--- src/sv/lpnd_pkg.sv ---
// Package for the linear probe name directory: widths, commands, status codes
// and the controller state type. No dependencies.
`timescale 1ns / 1ps
package lpnd_pkg;
    localparam int TableDepth   = 1024;
    localparam int SlotBits     = $clog2(TableDepth);
    localparam int SizeBits     = SlotBits + 1;
    localparam int KeyBits      = 64;
    localparam int LenBits      = 4;
    localparam int PosBits      = 16;
    localparam int HashBits     = 32;
    localparam int EntryBits    = KeyBits + LenBits + 1 + PosBits;
    localparam logic [LenBits-1:0] MaxKeyBytes = 4'd8;

    typedef logic [1:0] cmd_t;
    localparam cmd_t CmdInsert     = 2'd0;
    localparam cmd_t CmdLookPlace  = 2'd1;
    localparam cmd_t CmdLookTrans  = 2'd2;
    localparam cmd_t CmdLookAny    = 2'd3;

    typedef logic [1:0] status_t;
    localparam status_t StOk        = 2'd0;
    localparam status_t StNotFound  = 2'd1;
    localparam status_t StWrongKind = 2'd2;
    localparam status_t StFull      = 2'd3;

    typedef struct packed {
        logic [KeyBits-1:0] key;
        logic [LenBits-1:0] len;
        logic               kind;
        logic [PosBits-1:0] pos;
    } entry_t;

    typedef enum logic [3:0] {
        S_IDLE, S_CLEAR, S_HASH, S_MOD, S_READ, S_CHECK, S_DONE
    } state_t;

    // Write request from controller to slot memory.
    typedef struct packed {
        logic                en;
        logic [SlotBits-1:0] addr;
        entry_t              data;
    } mem_wr_t;
endpackage

--- src/sv/lpnd_ctrl.sv ---
// Controller of the name directory: clearing of the slots after reset, hashing,
// iterative modulo, probe walk over the slot memory and result formation. Uses lpnd_pkg.
`timescale 1ns / 1ps
module lpnd_ctrl (
    input  logic                          aclk,
    input  logic                          aresetn,
    input  logic [lpnd_pkg::SizeBits-1:0] table_size,
    input  logic                          in_valid,
    output logic                          in_ready,
    input  lpnd_pkg::cmd_t                in_cmd,
    input  logic [lpnd_pkg::KeyBits-1:0]  in_key,
    input  logic [lpnd_pkg::LenBits-1:0]  in_len,
    input  logic                          in_kind,
    input  logic [lpnd_pkg::PosBits-1:0]  in_pos,
    output logic                          res_valid,
    input  logic                          res_ready,
    output logic [60:0]                   res_data,
    output lpnd_pkg::mem_wr_t             wr,
    output logic [lpnd_pkg::SlotBits-1:0] rd_addr,
    input  lpnd_pkg::entry_t              rd_data
);
    import lpnd_pkg::*;

    state_t state_reg, state_next;
    cmd_t                cmd_reg;
    logic [KeyBits-1:0]  key_reg;
    logic [LenBits-1:0]  len_reg;
    logic                kind_reg;
    logic [PosBits-1:0]  pos_reg;
    logic [HashBits-1:0] hash_reg, hash_next;
    logic [LenBits-1:0]  cnt_reg;
    logic [5:0]          mbit_reg;
    logic [SlotBits:0]   rem_reg;
    logic [SlotBits:0]   n_reg;
    logic [SlotBits-1:0] idx_reg, start_reg, clr_reg;
    logic [31:0]         conf_reg;
    logic                out_valid_reg;
    logic [60:0]         out_reg, out_next;
    logic [SlotBits-1:0] idx_inc;
    logic                wrap;
    logic [SlotBits+1:0] rem_sh;
    logic                match;
    logic [LenBits-1:0]  len_c;
    logic [KeyBits-1:0]  kmask;
    logic [7:0]          ch;

    // Key normalization of the accepted beat.
    always_comb begin
        len_c = (in_len > MaxKeyBytes) ? MaxKeyBytes : in_len;
        kmask = '0;
        for (int b = 0; b < 8; b++) begin
            if (LenBits'(b) < len_c) kmask[b*8 +: 8] = 8'hFF;
        end
    end

    always_comb begin
        ch = key_reg[cnt_reg[2:0]*8 +: 8];
        hash_next = hash_reg * 32'd31 + {{24{ch[7]}}, ch};
    end

    // The divider consumes the hash from bit 31 down to bit 0.
    assign rem_sh = {rem_reg, hash_reg[mbit_reg[4:0] - 5'd1]};
    assign idx_inc = idx_reg + 1'b1;
    assign wrap = ({1'b0, idx_inc} == n_reg) ? 1'b1 : 1'b0;
    assign match = (rd_data.len == len_reg) && (rd_data.key == key_reg);
    assign in_ready = (state_reg == S_IDLE) && !out_valid_reg;
    assign res_valid = out_valid_reg;
    assign res_data = out_reg;

    logic [SlotBits-1:0] nxt_idx;
    assign nxt_idx = wrap ? '0 : idx_inc;
    logic last_probe;
    assign last_probe = (nxt_idx == start_reg);

    always_comb begin
        unique case (state_reg)
            S_CLEAR: rd_addr = clr_reg;
            S_READ:  rd_addr = idx_reg;
            default: rd_addr = idx_reg;
        endcase
    end

    always_comb begin
        wr = '0;
        if (state_reg == S_CLEAR) begin
            wr.en = 1'b1;
            wr.addr = clr_reg;
        end else if (state_reg == S_CHECK && cmd_reg == CmdInsert
                     && rd_data.len == '0) begin
            wr.en = 1'b1;
            wr.addr = idx_reg;
            wr.data.key = key_reg;
            wr.data.len = len_reg;
            wr.data.kind = kind_reg;
            wr.data.pos = pos_reg;
        end
    end

    // Result fields formed from the slot being checked.
    always_comb begin
        out_next = '0;
        if (cmd_reg == CmdInsert) begin
            if (rd_data.len == '0) begin
                out_next[1:0] = StOk;
                out_next[11:2] = idx_reg;
            end else if (last_probe) out_next[1:0] = StFull;
        end else if (match) begin
            out_next[11:2] = idx_reg;
            out_next[28] = rd_data.kind;
            if ((cmd_reg == CmdLookPlace && !rd_data.kind) ||
                (cmd_reg == CmdLookTrans && rd_data.kind))
                out_next[1:0] = StWrongKind;
            else begin
                out_next[1:0] = StOk;
                out_next[27:12] = rd_data.pos;
            end
        end else if (last_probe) out_next[1:0] = StNotFound;
    end

    always_comb begin
        state_next = state_reg;
        unique case (state_reg)
            S_CLEAR: if (&clr_reg) state_next = S_IDLE;
            S_IDLE:  if (in_valid && in_ready) state_next = S_HASH;
            S_HASH:  if (cnt_reg == len_reg) state_next = S_MOD;
            S_MOD:   if (mbit_reg == 6'd0) state_next = S_READ;
            S_READ:  state_next = S_CHECK;
            S_CHECK: begin
                if (cmd_reg == CmdInsert) begin
                    if (rd_data.len == '0 || last_probe) state_next = S_DONE;
                    else state_next = S_READ;
                end else begin
                    if (match || last_probe) state_next = S_DONE;
                    else state_next = S_READ;
                end
            end
            S_DONE:  state_next = S_IDLE;
            default: state_next = S_IDLE;
        endcase
    end

    always_ff @(posedge aclk) begin
        if (!aresetn) begin
            state_reg <= S_CLEAR;
            clr_reg <= '0;
            conf_reg <= '0;
            out_valid_reg <= 1'b0;
        end else begin
            state_reg <= state_next;
            if (state_reg == S_CLEAR) clr_reg <= clr_reg + 1'b1;
            if (out_valid_reg && res_ready) out_valid_reg <= 1'b0;
            if (state_reg == S_CHECK && cmd_reg == CmdInsert
                && rd_data.len != '0) conf_reg <= conf_reg + 1'b1 - {31'd0, last_probe};
            if (state_reg == S_DONE) out_valid_reg <= 1'b1;
        end
    end

    always_ff @(posedge aclk) begin
        unique case (state_reg)
            S_IDLE: begin
                cmd_reg <= in_cmd;
                key_reg <= in_key & kmask;
                len_reg <= len_c;
                kind_reg <= in_kind;
                pos_reg <= in_pos;
                hash_reg <= '0;
                cnt_reg <= '0;
                if (table_size == '0) n_reg <= (SlotBits+1)'(1);
                else if (table_size > SizeBits'(TableDepth))
                    n_reg <= (SlotBits+1)'(TableDepth);
                else n_reg <= table_size[SlotBits:0];
            end
            S_HASH: begin
                if (cnt_reg == len_reg) hash_reg <= hash_reg * 32'd31;
                else begin
                    hash_reg <= hash_next;
                    cnt_reg <= cnt_reg + 1'b1;
                end
                mbit_reg <= 6'd32;
                rem_reg <= '0;
            end
            S_MOD: begin
                // Restoring division, one quotient bit per cycle.
                if (mbit_reg != 6'd0) begin
                    mbit_reg <= mbit_reg - 1'b1;
                    if (rem_sh >= {1'b0, n_reg}) rem_reg <= (SlotBits+1)'(rem_sh - {1'b0, n_reg});
                    else rem_reg <= rem_sh[SlotBits:0];
                end else begin
                    idx_reg <= rem_reg[SlotBits-1:0];
                    start_reg <= rem_reg[SlotBits-1:0];
                end
            end
            S_CHECK: begin
                if (state_next == S_READ) idx_reg <= nxt_idx;
                out_reg <= out_next;
            end
            S_DONE: out_reg[60:29] <= conf_reg;
            default: ;
        endcase
    end
endmodule

--- config.mk ---
export PLATFORM = sky130hd
export DESIGN_NAME = lpnd_ctrl
export DESIGN_NICKNAME = d
export VERILOG_FILES = /design/src/sv/lpnd_pkg.sv /design/src/sv/lpnd_ctrl.sv
export SDC_FILE = /design/constraint.sdc
export NUM_CORES = 1
export LEC_CHECK = 0
export ABC_CLOCK_PERIOD_IN_PS = 9800
export BUFFER_PORTS_ARGS = -buffer_cell sky130_fd_sc_hd__buf_2
export CORE_MARGIN = 4
export CORE_UTILIZATION = 50
export DETAILED_ROUTE_END_ITERATION = 6
export GPL_ROUTABILITY_DRIVEN = 0
export HOLD_SLACK_MARGIN = 0.05
export PLACE_DENSITY = 0.7
export RECOVER_POWER = 50
export SETUP_SLACK_MARGIN = 0.3
export SLEW_MARGIN = 20
export SYNTH_ARGS = -nofsm -noshare
export SYNTH_HDL_FRONTEND = slang
export SYNTH_SLANG_ARGS = --single-unit
export TNS_END_PERCENT = 10
--- constraint.sdc ---
create_clock -name aclk -period 9.8 [get_ports aclk]
set_input_delay 0 -clock aclk [delete_from_list [all_inputs] [get_ports aclk]]
set_output_delay 0 -clock aclk [all_outputs]
set_load 0.05 [all_outputs]
==> flow_summary.ini <==
[finish]
drive_above_1_share_pct = 15.12
nFillCells = 3349
area_growth_pct = 23.47
multiInputGateArea_um2 = 11730
largest_reg_flops = 64
ff_latch_area_um2 = 7908
final_net_count = 2948

[global_routing]
gr-usage-met2_pct = 44.65
gr-usage-met1_pct = 32.25
gr-usage-met3_pct = 4.194
grt-busiest-layer = met2
grtUsageTotal_pct = 25.93
grt_pass1_wl_um = 93070
grt_max_degree = 86
overflow = 0
grt_pass1_vias = 17377
grt_antenna_before_repair = 0

[timing]
worst_pin_slew_ns = 1.980
slew_headroom_pct = -32.02
finalCriticalPeriod_ns = 6.875
fin_crit_sh_pct = 70.15
setup_ws_ns = 2.925
hold_violations = 0
finalSetupTns_ns = 0
finalSetupViolCount = 0
rsz0062_at_grt = false
fin_skew_ns = 0.02108
timing.fmax_mhz = 145.5
slew_viol_final = 179

[route]
wirelength_um = 58460
drc_errors = 0
dr.pass1.iters = 7
first_iter_violations = 1051
avgRoutedWirePerCell_um = 18.71
vias = 17120
viasPerCell = 5.478
ant_nets = 0

[worst_setup_path]
crit_arrival_ns = 7.10
critical_path_class = flop to flop
worstSetupEndpointType = flop
crit_buf_inv = 2
critPathRequiredTime_ns = 10.02
path_max_fanout = 8
cp-start-kind = flop
slowest_delay_ns = 0.56
path_cells = fa_1, fa_1, inv_1, fa_1, inv_1, ha_1, o21a_1, a2111oi_4, nor3_2, o311a_4, a221o_1, a41o_1, a31oi_1, xnor2_1, ha_1, nor2b_1, o21ai_0, nand2b_1, a211oi_1, o21ai_0, o21a_1, o21ai_0, xor2_1, nor2_1
crit_slowest_cell = fa_1
cpLargestDelayFamily = compound AO/OA/AOI/OAI gates

[cts]
cts_max_level = 2
clock_path_buffers = 3
numCtsBuffers = 34
cts_hold_buffers = 160
cts_tree = built
ctsResizeCount = 0
post_cts_buffers = 0
path_clk_slew_ns = 0.06
clk_root_buffer_cell = clkbuf_16
cts_num_sinks = 279
worstSkewPairLatency_ns = 0.54

[die]
die_w_um = 211.6
die_h_um = 211.6
coreArea_um2 = 40920
io_pins = 356
fp-row-count = 74
fp.dieArea_um2 = 44770
start_util_pct = 50.64

[synthesis]
synth_seq_cells = 279
synth_cells = 2078
syn_area_um2 = 20720
yosysTopAreaCellShare_pct = 33.62
ys_seq_area_share_pct = 38.16
synth_common_cells = edfxtp_1 (232), inv_1 (212), nand2_1 (176), and2_1 (165), xnor2_1 (122)
async_flop_share_pct = 0
synth_area_leaders = edfxtp_1 (34%), fa_1 (8.1%), ha_1 (6.6%), xnor2_1 (5.2%), and2_1 (5.0%)
yosysMostFrequentCell = edfxtp_1
ys_warn_count = 0
synth_cell_types = 71
synth_top_cell_by_area = edfxtp_1
synth-edff-count = 232
synth.avg_cell_area_um2 = 9.972
syn-num-nets = 2459
synth_flop_cell = edfxtp_1

[status]
failed_checks = capacitance limit, slew limit
status = finished, violations left

[hold_path]
hold_path.class = input pin to flop

[job]
cap_violations = 5

[power]
p_leak_nw = 10.87
peakVddDrop_v = 0.00009870
p_per_area_nw_per_um2 = 173.4

[place]
place_hpwl_um = 43610
port_buffers = 355
dp_slack_ns = 3.088
-- metrics by stage --
stage                     utilization (%)  std cells  cell area (um2)  hold slack (ns)  power, mW
after floorplan                         -       2078            20720          0.09887      2.774
after global placement              56.23       2903            23010           0.1774      3.110
after detailed placement            56.23       2903            23010           0.1782      3.146
after CTS                           62.78       3124            25690          0.09368      4.441
after global routing                62.51       3124            25580           0.1620      4.733
final                               62.52       3125            25590           0.1467      4.435
-- worst reg2reg max path, stage by stage, from the launching register on --
cell and delay, ns:
edfxtp_1 0.47, fa_1 0.56, fa_1 0.53, inv_1 0.08, fa_1 0.48, inv_1 0.04, ha_1 0.33, o21a_1 0.27
a2111oi_4 0.37, nor3_2 0.13, o311a_4 0.40, a221o_1 0.39, a41o_1 0.29, a31oi_1 0.22, xnor2_1 0.18, ha_1 0.36
nor2b_1 0.17, o21ai_0 0.17, nand2b_1 0.07, a211oi_1 0.26, o21ai_0 0.15, o21a_1 0.20, o21ai_0 0.21, xor2_1 0.17
nor2_1 0.05
-- logic make-up after synthesis --
| group | Yosys count | synth area share [%] |
|---|---|---|
| muxes | 51 | 4.094 |
| adders and majority gates | 194 | 14.76 |
| xor gates and xnor gates | 197 | 8.393 |
| DFF | 279 | 38.16 |
| other | 1 | 0.01810 |
| AOI/OAI and AO/OA | 360 | 11.22 |
| and+or+nand+nor | 705 | 18.06 |
| buffers and inverters | 291 | 5.301 |
-- per-layer routing --
metal	share of wire, %	vias up
met1	40	8136
met4	5.2	0
met3	6.1	138
met5	0	-
li1	-	8199
met2	48	647
-- report_power, final --
part / switching [mW] / internal [mW]
clock: 0.510 / 0.718
sequential: 0.0336 / 1.31
combinational: 1.06 / 0.806
-- layout make-up --
class                   instances  area share, %
clock buffers                  46          3.746
diodes                          1       0.009780
well taps                     532          2.602
flip-flops and latches        279          30.91
repair buffers                532          13.31
inverters                     212          3.115
clock inverters                15         0.4695
multi-input cells            1508          45.85
-- final timing paths --
| path | start | endpoint | slack [ns] | cells after the start |
|---|---|---|---|---|
| setup / recovery | hash_reg[0] | hash_reg[31] | 2.93 | 24 |
| hold / removal | rd_data[19] | res_data[1] | 0.15 | 4 |
| hold reg to reg | conf_reg[31] | conf_reg[31] | 0.49 | 2 |
| setup reg to reg | hash_reg[0] | hash_reg[31] | 2.93 | 24 |
-- layout by cell type, fill, tap and decap left out, drive strengths merged, types with 11 or more instances in the layout --
master,synthesis,final
mux2i,15,15
edfxtp,232,232
nor2b,83,83
nand3,31,31
clkbuf,70,117
o21a,18,18
a211oi,22,22
buf,9,301
nand2,176,176
o31ai,14,14
and2,165,165
and3,11,11
nor4,44,44
dlygate4sd3,0,160
nand2b,21,21
ha,110,110
dfxtp,47,47
a21oi,98,98
nand4,28,28
a21o,41,41
o21ai,87,87
nor3,20,20
o21bai,11,11
xnor2,122,122
mux4,26,26
inv,212,213
a31oi,12,12
nor2,88,88
xor2,74,74
fa,84,84
No activity file was read; power rests on OpenSTA's default activity.
